File: config.mk
export PLATFORM = sky130hd
export DESIGN_NAME = bytea_text_decoder
export DESIGN_NICKNAME = d
export VERILOG_FILES = /design/src/btd_pkg.sv /design/src/btd_front.sv /design/src/btd_fifo.sv /design/src/btd_back.sv /design/src/bytea_text_decoder.sv
export SDC_FILE = /design/constraint.sdc
export NUM_CORES = 1
export LEC_CHECK = 0
export BUFFER_PORTS_ARGS = -buffer_cell sky130_fd_sc_hd__buf_4
export CAP_MARGIN = 40
export CORE_ASPECT_RATIO = 0.7
export CORE_MARGIN = 1
export CORE_UTILIZATION = 49
export CTS_CLUSTER_DIAMETER = 30
export CTS_CLUSTER_SIZE = 20
export DETAILED_ROUTE_END_ITERATION = 12
export PLACE_DENSITY = 0.77
export SYNTH_ARGS = -nofsm -noshare
export SYNTH_HDL_FRONTEND = slang
export SYNTH_SLANG_ARGS = --single-unit
File: constraint.sdc
create_clock -name clk -period 3.7 [get_ports clk]
set_clock_uncertainty 0.15 [all_clocks]
set_input_delay 0.555 -clock clk [delete_from_list [all_inputs] [get_ports clk]]
set_output_delay 0.555 -clock clk [all_outputs]
set_load 0.005 [all_outputs]
File: src/btd_pkg.sv
// ----------------------------------------------------------------------------
// btd_pkg
// Shared types for the bytea text decoder: the queue entry that carries the
// bytes one character produced from the front part to the back part.
// ----------------------------------------------------------------------------
`default_nettype none

package btd_pkg;

    // number of decoded bytes in one entry
    typedef enum logic [1:0]
    {
        CNT_NONE = 2'd0,
        CNT_ONE  = 2'd1,
        CNT_TWO  = 2'd2
    } byte_cnt_t;

    typedef struct packed
    {
        logic [7:0] byte0;
        logic [7:0] byte1;
        byte_cnt_t  cnt;
        logic       fin;
    } btd_entry_t;

    typedef struct packed
    {
        logic full;
        logic empty;
    } btd_fifo_status_t;

endpackage

`default_nettype wire

File: src/btd_front.sv
// ----------------------------------------------------------------------------
// btd_front
// Character front part: holds the format and lookahead state, decodes one
// character a beat into zero to two bytes and queues them with the end flag.
// ----------------------------------------------------------------------------
`default_nettype none

module btd_front
(
    input  wire                       clk,
    input  wire                       rst_n,
    input  wire                       char_valid,
    output logic                      char_stall,
    input  wire [7:0]                 char_in,
    input  wire                       final_char,
    input  wire btd_pkg::btd_fifo_status_t fifo_status,
    output logic                      push,
    output btd_pkg::btd_entry_t       push_entry
);
    import btd_pkg::*;

    localparam logic [7:0] CH_BACKSLASH = 8'h5C;
    localparam logic [7:0] CH_X         = 8'h78;
    localparam logic [7:0] CH_ZERO      = 8'h30;
    localparam logic [7:0] CH_SEVEN     = 8'h37;
    localparam logic [7:0] CH_NINE      = 8'h39;
    localparam logic [7:0] CH_LA        = 8'h61;
    localparam logic [7:0] CH_LF        = 8'h66;
    localparam logic [7:0] CH_UA        = 8'h41;
    localparam logic [7:0] CH_UF        = 8'h46;
    localparam logic [3:0] HEX_ALPHA_OFS = 4'd9;
    localparam logic [1:0] OCT_MAX      = 2'd3;

    typedef enum logic [1:0]
    {
        PH_START  = 2'd0,
        PH_ESCAPE = 2'd1,
        PH_HEX    = 2'd2
    } phase_t;

    typedef struct packed
    {
        phase_t     phase;
        logic       char_index_one;
        logic       backslash_pending;
        logic [1:0] octal_count;
        logic [7:0] octal_accum;
        logic [3:0] high_nibble;
        logic       nibble_held;
    } state_t;

    typedef struct packed
    {
        state_t     st;
        byte_cnt_t  cnt;
        logic [7:0] byte0;
        logic [7:0] byte1;
    } work_t;

    localparam state_t STATE_RESET = '{
        phase: PH_START, char_index_one: 1'b0, backslash_pending: 1'b0,
        octal_count: 2'd0, octal_accum: 8'd0, high_nibble: 4'd0, nibble_held: 1'b0
    };

    state_t state_reg;
    state_t state_next;
    work_t  step;
    logic   take;

    function automatic logic is_octal(input logic [7:0] c);
        is_octal = (c >= CH_ZERO) && (c <= CH_SEVEN);
    endfunction

    function automatic logic [3:0] hex_digit(input logic [7:0] c);
        logic [3:0] v;
        v = 4'd0;
        if ((c >= CH_ZERO) && (c <= CH_NINE))
            v = c[3:0];
        else if (((c >= CH_LA) && (c <= CH_LF)) || ((c >= CH_UA) && (c <= CH_UF)))
            v = c[3:0] + HEX_ALPHA_OFS;
        hex_digit = v;
    endfunction

    // at most two bytes are kept, a third is dropped
    function automatic work_t emit(input work_t w, input logic [7:0] b);
        work_t r;
        r = w;
        unique case (r.cnt)
            CNT_NONE:
            begin
                r.byte0 = b;
                r.cnt   = CNT_ONE;
            end
            CNT_ONE:
            begin
                r.byte1 = b;
                r.cnt   = CNT_TWO;
            end
            default:
            begin
                r.cnt = CNT_TWO;
            end
        endcase
        emit = r;
    endfunction

    function automatic work_t escape_char(input work_t w, input logic [7:0] c);
        work_t r;
        logic  done;
        r    = w;
        done = 1'b0;
        if (r.st.octal_count != 2'd0)
        begin
            if (is_octal(c) && (r.st.octal_count < OCT_MAX))
            begin
                r.st.octal_accum = {r.st.octal_accum[4:0], c[2:0]};
                r.st.octal_count = r.st.octal_count + 2'd1;
                if (r.st.octal_count == OCT_MAX)
                begin
                    r = emit(r, r.st.octal_accum);
                    r.st.octal_count = 2'd0;
                    r.st.octal_accum = 8'd0;
                end
                done = 1'b1;
            end
            else
            begin
                r = emit(r, r.st.octal_accum);
                r.st.octal_count = 2'd0;
                r.st.octal_accum = 8'd0;
            end
        end
        else if (r.st.backslash_pending)
        begin
            r.st.backslash_pending = 1'b0;
            if (c == CH_BACKSLASH)
            begin
                r    = emit(r, CH_BACKSLASH);
                done = 1'b1;
            end
            else if (is_octal(c))
            begin
                r.st.octal_accum = {5'd0, c[2:0]};
                r.st.octal_count = 2'd1;
                done = 1'b1;
            end
            else
            begin
                r = emit(r, CH_BACKSLASH);
            end
        end
        if (!done)
        begin
            if (c == CH_BACKSLASH)
                r.st.backslash_pending = 1'b1;
            else
                r = emit(r, c);
        end
        escape_char = r;
    endfunction

    always_comb
    begin
        step       = '0;
        step.st    = state_reg;
        step.cnt   = CNT_NONE;
        if (state_reg.phase == PH_START)
        begin
            if (!state_reg.char_index_one)
            begin
                step.st.backslash_pending = 1'b0;
                step.st.octal_count       = 2'd0;
                step.st.octal_accum       = 8'd0;
                if ((char_in == CH_BACKSLASH) && !final_char)
                begin
                    step.st.char_index_one    = 1'b1;
                    step.st.backslash_pending = 1'b1;
                end
                else
                begin
                    step.st.phase = PH_ESCAPE;
                    step = escape_char(step, char_in);
                end
            end
            else
            begin
                step.st.char_index_one = 1'b0;
                if (char_in == CH_X)
                begin
                    step.st.phase             = PH_HEX;
                    step.st.backslash_pending = 1'b0;
                    step.st.nibble_held       = 1'b0;
                    step.st.high_nibble       = 4'd0;
                end
                else
                begin
                    step.st.phase             = PH_ESCAPE;
                    step.st.backslash_pending = 1'b1;
                    step.st.octal_count       = 2'd0;
                    step.st.octal_accum       = 8'd0;
                    step = escape_char(step, char_in);
                end
            end
        end
        else if (state_reg.phase == PH_HEX)
        begin
            if (!state_reg.nibble_held)
            begin
                step.st.high_nibble = hex_digit(char_in);
                step.st.nibble_held = 1'b1;
            end
            else
            begin
                step = emit(step, {state_reg.high_nibble, hex_digit(char_in)});
                step.st.nibble_held = 1'b0;
                step.st.high_nibble = 4'd0;
            end
        end
        else
        begin
            // unused phase code behaves as escape format
            step = escape_char(step, char_in);
        end

        // flush the escape lookahead on the last character, then return to the start state
        if (final_char)
        begin
            if (step.st.phase != PH_HEX)
            begin
                if (step.st.octal_count != 2'd0)
                    step = emit(step, step.st.octal_accum);
                else if (step.st.backslash_pending)
                    step = emit(step, CH_BACKSLASH);
            end
            step.st = STATE_RESET;
        end
    end

    assign char_stall = fifo_status.full;
    assign take       = char_valid && !fifo_status.full;
    assign push       = take && ((step.cnt != CNT_NONE) || final_char);
    assign state_next = take ? step.st : state_reg;

    always_comb
    begin
        push_entry.byte0 = step.byte0;
        push_entry.byte1 = step.byte1;
        push_entry.cnt   = step.cnt;
        push_entry.fin   = final_char;
    end

    always_ff @(posedge clk or negedge rst_n)
    begin
        if (!rst_n)
            state_reg <= STATE_RESET;
        else
            state_reg <= state_next;
    end

endmodule

`default_nettype wire

File: src/btd_fifo.sv
// ----------------------------------------------------------------------------
// btd_fifo
// Short queue of decoded entries between the front and the back part.
// ----------------------------------------------------------------------------
`default_nettype none

module btd_fifo
#(
    parameter int DEPTH = 4
)
(
    input  wire                       clk,
    input  wire                       rst_n,
    input  wire                       push,
    input  wire btd_pkg::btd_entry_t  push_entry,
    input  wire                       pop,
    output btd_pkg::btd_entry_t       pop_entry,
    output btd_pkg::btd_fifo_status_t status
);
    import btd_pkg::*;

    localparam int AW = (DEPTH > 1) ? $clog2(DEPTH) : 1;
    localparam int CW = $clog2(DEPTH + 1);
    localparam logic [AW-1:0] LAST_PTR = AW'(DEPTH - 1);
    localparam logic [CW-1:0] FULL_CNT = CW'(DEPTH);

    btd_entry_t    mem [DEPTH];
    logic [AW-1:0] wr_ptr_reg;
    logic [AW-1:0] wr_ptr_next;
    logic [AW-1:0] rd_ptr_reg;
    logic [AW-1:0] rd_ptr_next;
    logic [CW-1:0] count_reg;
    logic [CW-1:0] count_next;
    logic          do_push;
    logic          do_pop;

    assign status.full  = (count_reg == FULL_CNT);
    assign status.empty = (count_reg == '0);
    assign do_push      = push && !status.full;
    assign do_pop       = pop && !status.empty;
    assign pop_entry    = mem[rd_ptr_reg];

    always_comb
    begin
        wr_ptr_next = wr_ptr_reg;
        rd_ptr_next = rd_ptr_reg;
        count_next  = count_reg;
        if (do_push)
            wr_ptr_next = (wr_ptr_reg == LAST_PTR) ? '0 : wr_ptr_reg + AW'(1);
        if (do_pop)
            rd_ptr_next = (rd_ptr_reg == LAST_PTR) ? '0 : rd_ptr_reg + AW'(1);
        if (do_push && !do_pop)
            count_next = count_reg + CW'(1);
        else if (do_pop && !do_push)
            count_next = count_reg - CW'(1);
    end

    always_ff @(posedge clk)
    begin
        if (do_push)
            mem[wr_ptr_reg] <= push_entry;
    end

    always_ff @(posedge clk or negedge rst_n)
    begin
        if (!rst_n)
        begin
            wr_ptr_reg <= '0;
            rd_ptr_reg <= '0;
            count_reg  <= '0;
        end
        else
        begin
            wr_ptr_reg <= wr_ptr_next;
            rd_ptr_reg <= rd_ptr_next;
            count_reg  <= count_next;
        end
    end

endmodule

`default_nettype wire

File: src/btd_back.sv
// ----------------------------------------------------------------------------
// btd_back
// Result back part: takes queued entries and sends their bytes one beat at a
// time through an output register, with the end and run flags.
// ----------------------------------------------------------------------------
`default_nettype none

module btd_back
(
    input  wire                       clk,
    input  wire                       rst_n,
    input  wire btd_pkg::btd_entry_t  pop_entry,
    input  wire btd_pkg::btd_fifo_status_t fifo_status,
    output logic                      pop,
    output logic                      byte_valid,
    input  wire                       byte_stall,
    output logic [7:0]                byte_out,
    output logic                      byte_present,
    output logic                      string_end,
    output logic                      run_last
);
    import btd_pkg::*;

    logic       out_valid_reg;
    logic       out_valid_next;
    logic [7:0] out_byte_reg;
    logic [7:0] out_byte_next;
    logic       out_present_reg;
    logic       out_present_next;
    logic       out_end_reg;
    logic       out_end_next;
    logic       out_last_reg;
    logic       out_last_next;
    logic       second_reg;
    logic       second_next;
    logic [7:0] second_byte_reg;
    logic [7:0] second_byte_next;
    logic       second_fin_reg;
    logic       second_fin_next;
    logic       load;

    assign load = !out_valid_reg || !byte_stall;
    assign pop  = load && !second_reg && !fifo_status.empty;

    always_comb
    begin
        out_valid_next   = out_valid_reg;
        out_byte_next    = out_byte_reg;
        out_present_next = out_present_reg;
        out_end_next     = out_end_reg;
        out_last_next    = out_last_reg;
        second_next      = second_reg;
        second_byte_next = second_byte_reg;
        second_fin_next  = second_fin_reg;
        if (load)
        begin
            out_valid_next = 1'b0;
            if (second_reg)
            begin
                out_valid_next   = 1'b1;
                out_byte_next    = second_byte_reg;
                out_present_next = 1'b1;
                out_end_next     = second_fin_reg;
                out_last_next    = 1'b1;
                second_next      = 1'b0;
            end
            else if (!fifo_status.empty)
            begin
                out_valid_next = 1'b1;
                unique case (pop_entry.cnt)
                    CNT_TWO:
                    begin
                        out_byte_next    = pop_entry.byte0;
                        out_present_next = 1'b1;
                        out_end_next     = 1'b0;
                        out_last_next    = 1'b0;
                        second_next      = 1'b1;
                        second_byte_next = pop_entry.byte1;
                        second_fin_next  = pop_entry.fin;
                    end
                    CNT_ONE:
                    begin
                        out_byte_next    = pop_entry.byte0;
                        out_present_next = 1'b1;
                        out_end_next     = pop_entry.fin;
                        out_last_next    = 1'b1;
                    end
                    default:
                    begin
                        // empty final result of the string
                        out_byte_next    = 8'd0;
                        out_present_next = 1'b0;
                        out_end_next     = 1'b1;
                        out_last_next    = 1'b1;
                    end
                endcase
            end
        end
    end

    always_ff @(posedge clk or negedge rst_n)
    begin
        if (!rst_n)
        begin
            out_valid_reg <= 1'b0;
            second_reg    <= 1'b0;
        end
        else
        begin
            out_valid_reg <= out_valid_next;
            second_reg    <= second_next;
        end
    end

    always_ff @(posedge clk)
    begin
        out_byte_reg    <= out_byte_next;
        out_present_reg <= out_present_next;
        out_end_reg     <= out_end_next;
        out_last_reg    <= out_last_next;
        second_byte_reg <= second_byte_next;
        second_fin_reg  <= second_fin_next;
    end

    assign byte_valid   = out_valid_reg;
    assign byte_out     = out_byte_reg;
    assign byte_present = out_present_reg;
    assign string_end   = out_end_reg;
    assign run_last     = out_last_reg;

endmodule

`default_nettype wire

File: src/bytea_text_decoder.sv
// ----------------------------------------------------------------------------
// bytea_text_decoder
// Streaming decoder of text-encoded binary strings (hex or escape format)
// into raw bytes, one character beat in, one byte beat out.
//
//   channel | handshake                | payload
//   --------+--------------------------+------------------------------------
//   char    | char_valid / char_stall  | char_in, final_char
//   byte    | byte_valid / byte_stall  | byte_out, byte_present,
//           |                          | string_end, run_last
//
// a character is decoded in the cycle it is taken and its bytes are queued
// one character beat a cycle is taken while the queue has room
// the output register sends one byte beat a cycle while it has bytes and
// byte_stall is low, so the two bytes of a character leave one after the
// other; the first byte goes from the queue entry into the output register
// reset empties the queue and returns the decoder to the start of a string
// ----------------------------------------------------------------------------
`default_nettype none

module bytea_text_decoder
#(
    parameter int QUEUE_DEPTH = 4
)
(
    input  wire        clk,
    input  wire        rst_n,
    input  wire        char_valid,
    output logic       char_stall,
    input  wire [7:0]  char_in,
    input  wire        final_char,
    output logic       byte_valid,
    input  wire        byte_stall,
    output logic [7:0] byte_out,
    output logic       byte_present,
    output logic       string_end,
    output logic       run_last
);
    import btd_pkg::*;

    btd_fifo_status_t fifo_status;
    btd_entry_t       push_entry;
    btd_entry_t       pop_entry;
    logic             push;
    logic             pop;

    btd_front u_front
    (
        .clk         (clk),
        .rst_n       (rst_n),
        .char_valid  (char_valid),
        .char_stall  (char_stall),
        .char_in     (char_in),
        .final_char  (final_char),
        .fifo_status (fifo_status),
        .push        (push),
        .push_entry  (push_entry)
    );

    btd_fifo #(.DEPTH(QUEUE_DEPTH)) u_fifo
    (
        .clk        (clk),
        .rst_n      (rst_n),
        .push       (push),
        .push_entry (push_entry),
        .pop        (pop),
        .pop_entry  (pop_entry),
        .status     (fifo_status)
    );

    btd_back u_back
    (
        .clk          (clk),
        .rst_n        (rst_n),
        .pop_entry    (pop_entry),
        .fifo_status  (fifo_status),
        .pop          (pop),
        .byte_valid   (byte_valid),
        .byte_stall   (byte_stall),
        .byte_out     (byte_out),
        .byte_present (byte_present),
        .string_end   (string_end),
        .run_last     (run_last)
    );

endmodule

`default_nettype wire
# After elaboration in Yosys (flattened, before gate mapping)
# Memories as Yosys holds them, arrays and structs flattened.
# Index checks and enable logic that the tools add are counted.
dict set report totals {
  ramBits 76
  memories 1
  ff_bits 48
  out_inout_bits 13
}
# memory depth width read_ports rd_clocked_by_memory_dff write_ports line
set memory_table {}
lappend memory_table {u_fifo.mem 4 19 1 0 1 btd_fifo.sv:27} ;# btd_entry_t mem [DEPTH];
dict set report classes {
  n_bitwise 2
  mux 84
  reduce_logical 37
  magnitude_cmp 8
  n_addsub 6
  n_eq_ne 14
}
# op count
set ops {}
lappend ops {{37-bit two-way mux} 9}
lappend ops {{33-bit two-way mux} 4}
lappend ops {{18-bit two-way mux} 6}
lappend ops {{34-bit two-way mux} 3}
lappend ops {{8-bit two-way mux} 11}
lappend ops {{17-bit two-way mux} 4}
lappend ops {{32-bit two-way mux} 1}
lappend ops {{1-bit two-way mux} 28}
lappend ops {{10-bit two-way mux} 2}
lappend ops {{8-bit by 7-bit equality test with 1-bit output (second input constant)} 2}
lappend ops {{8-bit by 7-bit greater-or-equal comparator with 1-bit output (second input constant)} 2}
lappend ops {{8-bit by 6-bit <= comparator with 1-bit output (second input constant)} 2}
lappend ops {{8-bit by 7-bit <= comparator with 1-bit output (second input constant)} 2}
lappend ops {{2-bit two-way mux} 8}
lappend ops {{1-bit logical AND} 14}
lappend ops {{2-bit equality test (second input constant)} 5}
lappend ops {{5-bit two-way mux} 2}
lappend ops {{9-bit two-way mux} 1}
lappend ops {{2-bit by 1-bit equality test with 1-bit output (second input constant)} 4}
lappend ops {{8-bit by 6-bit greater-or-equal comparator with 1-bit output (second input constant)} 1}
lappend ops {{1-bit logical NOT} 8}
lappend ops {{2-bit logical NOT} 4}
lappend ops {{4-bit two-way mux} 2}
lappend ops {{2-bit nonzero test} 4}
lappend ops {{other kinds (15)} 22}

# Depth between registers and ports, before layout
dict set report logic_depth {
  ltp_word 28
  depth_mapped 15
  depth_no_buf 15
}

# Modules after synthesis
# From an unflattened synthesis, not the netlist that was laid out.
dict set report hier_totals {
  hier_cells 479
  hier_area_um2 6291.0
}
# mod n_inst area_per_inst_um2 seq_area_each_um2 cells_each
set by_module_without_submodules {}
lappend by_module_without_submodules {btd_fifo 1 3178.0 2457.4 136}
lappend by_module_without_submodules {btd_front 1 2243.4 475.5 291}
lappend by_module_without_submodules {btd_back 1 869.6 650.6 52}

# Worst setup path after synthesis
# No wires, ideal clock.
dict set report synth_timing {
  path_type {input -> register}
  start {input char_in[0]}
  end {register u_fifo.count_reg[1]}
  path_buffers 0
  required_time_ps 3425
  setup_ps 125
  slack_ps 232
  arrival_ps 3193
  stages 13
  cell_sequence {inv_1 -> ha_1 -> and3b_1 -> nand2_1 -> ha_1 -> inv_1 -> a21oi_2 -> a311oi_4 -> a31oi_4 -> ha_1 -> inv_1 -> fa_1 -> mux2_2}
}
dict set report synth_between {
  elab_cells_between_ends 69
  cone_classes {2 x order compare; 3 x eq/ne; 49 x mux; 15 x reduce/logical}
}
# item line
set synth_rtl {}
lappend synth_rtl {{start, declared} bytea_text_decoder.sv:30} ;# input wire [7:0] char_in,
lappend synth_rtl {{8-bit by 6-bit greater-or-equal comparator with 1-bit output or 8-bit by 6-bit <= comparator with 1-bit output (tied branches)} btd_front.sv:71} ;# is_octal = (c >= CH_ZERO) && (c <= CH_SEVEN);
lappend synth_rtl {{1-bit logical AND} btd_front.sv:71}
lappend synth_rtl {{17-bit two-way mux} btd_front.sv:141} ;# else if (is_octal(c))
lappend synth_rtl {{33-bit two-way mux or 32-bit two-way mux (tied branches)} btd_front.sv:136} ;# if (c == CH_BACKSLASH)
lappend synth_rtl {{33-bit two-way mux or 37-bit two-way mux (tied branches)} {btd_front.sv:133, btd_front.sv:188}}
lappend synth_rtl {{34-bit two-way mux or 37-bit two-way mux (tied branches)} {btd_front.sv:112, btd_front.sv:169}}
lappend synth_rtl {{37-bit two-way mux, on equally long branches} {btd_front.sv:205, btd_front.sv:167}}
lappend synth_rtl {{37-bit two-way mux or 2-bit logical NOT (tied branches)} {btd_front.sv:167, btd_front.sv:88}}
lappend synth_rtl {{[12 not listed]} n/a}
lappend synth_rtl {{2-bit nonzero test (*)} btd_front.sv:241} ;# assign push = take && ((step.cnt != CNT_NONE) || final_char);
lappend synth_rtl {{1-bit logical OR (*)} btd_front.sv:241}
lappend synth_rtl {{1-bit logical AND (*)} btd_front.sv:241}
lappend synth_rtl {{1-bit logical AND (*)} btd_fifo.sv:39} ;# assign do_push = push && !status.full;
lappend synth_rtl {{named net u_fifo.do_push} btd_fifo.sv:34} ;# logic do_push;
lappend synth_rtl {{1-bit logical AND (*)} btd_fifo.sv:52} ;# if (do_push && !do_pop)
lappend synth_rtl {{3-bit two-way mux (*)} btd_fifo.sv:52}
lappend synth_rtl {{named net u_fifo.count_next[1]} btd_fifo.sv:33} ;# logic [CW-1:0] count_next;
lappend synth_rtl {{end signal, assigned} btd_fifo.sv:76} ;# count_reg <= count_next;
lappend synth_rtl {{end, declared} btd_fifo.sv:32} ;# logic [CW-1:0] count_reg;
# The timed path passes the listed nets; every way through them passes the cells marked *. The select of a mux whose other input is x is not followed.
# A chain may end at the register's enable or synchronous reset.

# Final worst setup path
dict set report layout_timing {
  start {input char_in[1]}
  end {register u_fifo.count_reg[2]}
}
dict set report layout_between {
  elab_chain_cells 27
  elab_cells_between_ends 69
  cone_classes {2 x order compare; 3 x eq/ne; 49 x mux; 15 x reduce/logical}
}
# item line
set layout_rtl {}
lappend layout_rtl {{8-bit by 6-bit greater-or-equal comparator with 1-bit output or 8-bit by 6-bit <= comparator with 1-bit output (tied branches)} btd_front.sv:71}
lappend layout_rtl {{1-bit logical AND} btd_front.sv:71}
lappend layout_rtl {{17-bit two-way mux} btd_front.sv:141}
lappend layout_rtl {{33-bit two-way mux or 32-bit two-way mux (tied branches)} btd_front.sv:136}
lappend layout_rtl {{33-bit two-way mux or 37-bit two-way mux (tied branches)} {btd_front.sv:133, btd_front.sv:188}}
lappend layout_rtl {{34-bit two-way mux or 37-bit two-way mux (tied branches)} {btd_front.sv:112, btd_front.sv:169}}
lappend layout_rtl {{37-bit two-way mux, on equally long branches} {btd_front.sv:205, btd_front.sv:167}}
lappend layout_rtl {{37-bit two-way mux or 2-bit logical NOT (tied branches)} {btd_front.sv:167, btd_front.sv:88}}
lappend layout_rtl {{[12 not listed]} n/a}
lappend layout_rtl {{2-bit nonzero test (*)} btd_front.sv:241}
lappend layout_rtl {{1-bit logical OR (*)} btd_front.sv:241}
lappend layout_rtl {{1-bit logical AND (*)} btd_front.sv:241}
lappend layout_rtl {{1-bit logical AND (*)} btd_fifo.sv:39}
lappend layout_rtl {{named net u_fifo.do_push} btd_fifo.sv:34}
lappend layout_rtl {{1-bit logical NOT} btd_fifo.sv:54} ;# else if (do_pop && !do_push)
lappend layout_rtl {{1-bit logical AND} btd_fifo.sv:54}
lappend layout_rtl {{2-bit nonzero test (no source line)} n/a}
# Marks and branches as above.

==> out/qor.txt <==
Run status = completed
Reg-to-reg endpoint = u_fifo.count_reg[2]$_DFFE_PN0P_
Initial drt markers = 457
DP Area = 0.00653 mm2
Via count = 4193
Synth Register Bits = 124
Post-Synth Simple-Gate Area = 0.106
Maxcap violations = 0
Setup TNS Final = 0 ns
Routed length per instance = 22.8 um
Filler Cell Count = 938
Crit path depth = 16
Final Instance Area = 0.00714 mm2
FF-to-FF path depth = 13
# IOs = 26
GRT Overall Usage = 0.260
I/O Buffers = 25
Post-Layout Cell Count = 673
Leakage power = 2.69 nW
Crit path max fanout = 9
Synthesized area per cell = 13.3 um2
Hold Vio Cnt, Final = 0
Initial antenna violation count = 0
First-pass GRT wire length = 23.5 mm
Post-CTS Setup Inserts = 0
Sink Count = 124
Commonest cells after routing, fill and taps aside = edfxtp_1, buf_4, nand2_1
Layout Nets = 530
Main combinational cell family by area after synthesis = compound AO/OA/AOI/OAI gates
Hold_sp = byte_stall
Chip Width = 134 um
Tmin final = 3.25 ns
Hold path depth = 3
Post-DP HPWL = 10.6 mm
Worst path top cell family by delay = adder cells
DRC viols = 0
Power after layout = 5.51 mW
CP required = 3.88 ns
Slowest CP cell = fa_1
Max Freq = 308 MHz
CP max stage delay = 0.38 ns
Placed cells = 640
WP data arrival = 3.43 ns
Number of flip-flops in the largest register = 76
Register area share after synthesis = 0.597
Startpoint Class = primary input
Ys flop type = edfxtp_1
Via-to-Cell Ratio = 6.23
Slew margin rel. = 0.516
Most common cell after layout, fill and taps aside = edfxtp_1
WL final = 15.3 mm
Area Growth Syn to Fin = 18.9%
Kind of end point of the critical path = flip-flop
Largest net degree at the start of global routing = 29
Synth area leaders = edfxtp_1, dfrtp_1, mux4_2, ha_1, a21oi_1
Synth Warn # = 0
P per Cell Area = 771 mW/mm2
Clk_lat worst skew = 0.41 ns
Ys async rst share = 0.226
Multiplexer area fraction after synthesis = 0.0786
Starting density of the core = 0.508
Hold Path Class = in -> reg
Final setup viols = 0
Diode count = 0
Share of cells above drive strength 1 = 0.229
Synth cell types = 67
Reg2Reg Setup Slack = 0.58 ns
Synth Area in Adders = 0.0321
Xor and xnor area share after synthesis = 0.00583
TritonCTS Buffers = 17
CTS tree = built
Critical path, cell by cell = buf_4, inv_1, ha_1, and3b_1, nand2_1, ha_1, inv_1, a21oi_2, a311oi_4, a31oi_4, ha_1, inv_1, fa_1, xor2_1, nor2_1, xor2_1
Synth Instances = 453
Peak supply drop = 447 uV
Remaining antenna violation count after routing = 0
Final slew viol count = 0
Worst Tran Pin Value = 0.723 ns
Hold Worst Slack = 0.237 ns
Routability Congestion = 0.945
Post-Syn Area = 0.00600 mm2
Placeable Area = 0.0118 mm2
Cell taking the most area after synthesis = edfxtp_1
WP buf/inv = 4
Vias in the first global route = 4002
Htree depth = 4
Total gr overflow = 0
Synth top area share = 0.480
EDFF count, synth = 96
Synth Area in Compound Gates = 0.156
CTS clk-pin slew, worst paths = 0.05 ns
Syn Nets = 480
Final cycle utilization of the critical path = 0.877
Die area = 0.0127 mm2
RSZ-0062 raised after global routing = false
CTS root buffer = clkbuf_16
Launching point of the worst reg2reg path = u_front.state_reg[15]$_DFFE_PN0P_
WHS Endpoint = u_back.byte_valid$_DFFE_PN0N_
FP Rows = 33
CTS Buffer Depth = 2
Die Y = 94.6 um
Crit Path Category = in -> reg
DR pass1 iterations = 6
==> worst register-to-register path, cell delays in order (launching register included) <==
cell      delay (ns)
dfrtp_1         0.37
nor2_1          0.35
o21ai_0         0.22
ha_1            0.32
inv_1           0.05
a21oi_2         0.16
a311oi_4        0.08
a31oi_4         0.22
ha_1            0.21
inv_1           0.07
fa_1            0.38
xor2_1          0.18
nor2_1          0.13
xor2_1          0.16
==> timing repair <==
| item | CTS | global route |
|---|---|---|
| resized for setup | 0 | 0 |
| endpoints found under the hold margin | 28 | 0 |
| hold buffers | 1 | 0 |
==> how the worst max path moves through the flow <==
stage	start	endpoint	slack (ns)
floorplan	char_in[0]	u_fifo.count_reg[1]$_DFFE_PN0P_	0.23
global placement	char_in[7]	u_fifo.count_reg[1]$_DFFE_PN0P_	0.14
detailed placement	char_in[1]	u_fifo.count_reg[1]$_DFFE_PN0P_	0.08
CTS	char_in[1]	u_fifo.count_reg[2]$_DFFE_PN0P_	0.50
global route	char_in[1]	u_fifo.count_reg[2]$_DFFE_PN0P_	0.32
finish	char_in[1]	u_fifo.count_reg[2]$_DFFE_PN0P_	0.45
==> cell usage after synthesis (3+ instances only) <==
library cell	instances
a21o_1	6
a21oi_1	29
a22o_1	15
a22oi_1	10
a31oi_1	6
a32o_1	4
and2_1	10
and3_1	4
buf_2	4
clkbuf_1	17
dfrtp_1	28
edfxtp_1	96
ha_1	13
inv_1	15
mux4_2	19
nand2_1	35
nand2b_1	8
nand3_1	6
nor2_1	27
nor2b_1	3
nor3_1	5
nor3b_1	5
nor4_1	3
o21a_1	3
o21ai_0	21
o22ai_1	6
o2bb2ai_1	3
or3_1	3
==> per-layer routing <==
layer  part of all wire  vias to the layer above  wire [um]  global-route usage
met5                  0                        -          0                   0
met4             0.0091                        0        140              0.0740
met3               0.10                       15       1560              0.0692
met2               0.45                      223       6900               0.384
met1               0.44                     2085       6750               0.380
li1                   -                     1870          -                   -
==> stage by stage <==
step | setup slack (ns) | util
after floorplan | 0.232 | -
after global placement | 0.141 | 0.553
after detailed placement | 0.0793 | 0.553
after CTS | 0.496 | 0.605
after global routing | 0.317 | 0.605
final | 0.453 | 0.605
==> cell families (layout without fill, tap and decap cells) <==
family | Yosys count | after routing
multiplexers | 23 | 23
XOR/XNOR | 4 | 4
AO/OA/AOI/OAI | 127 | 127
AND/OR/NAND/NOR | 122 | 122
buffers and inverters | 38 | 101
flip-flops | 124 | 124
adder cells (fa/ha/maj) | 15 | 15
==> layout make-up <==
cell class	instances	area, um2	share of cell area
Sequential cell	124	3580	0.502
Multi-Input combinational cell	291	2270	0.318
Clock buffer	19	433	0.0606
Timing Repair Buffer	54	433	0.0606
Tap cell	157	196	0.0275
Clock inverter	13	166	0.0233
Inverter	15	56.3	0.00788
==> power by group <==
part	internal, mW	switching [mW]
clock	1.06	0.612
combinational	0.733	0.924
sequential	1.99	0.184
(Power assumes the default switching activity.)
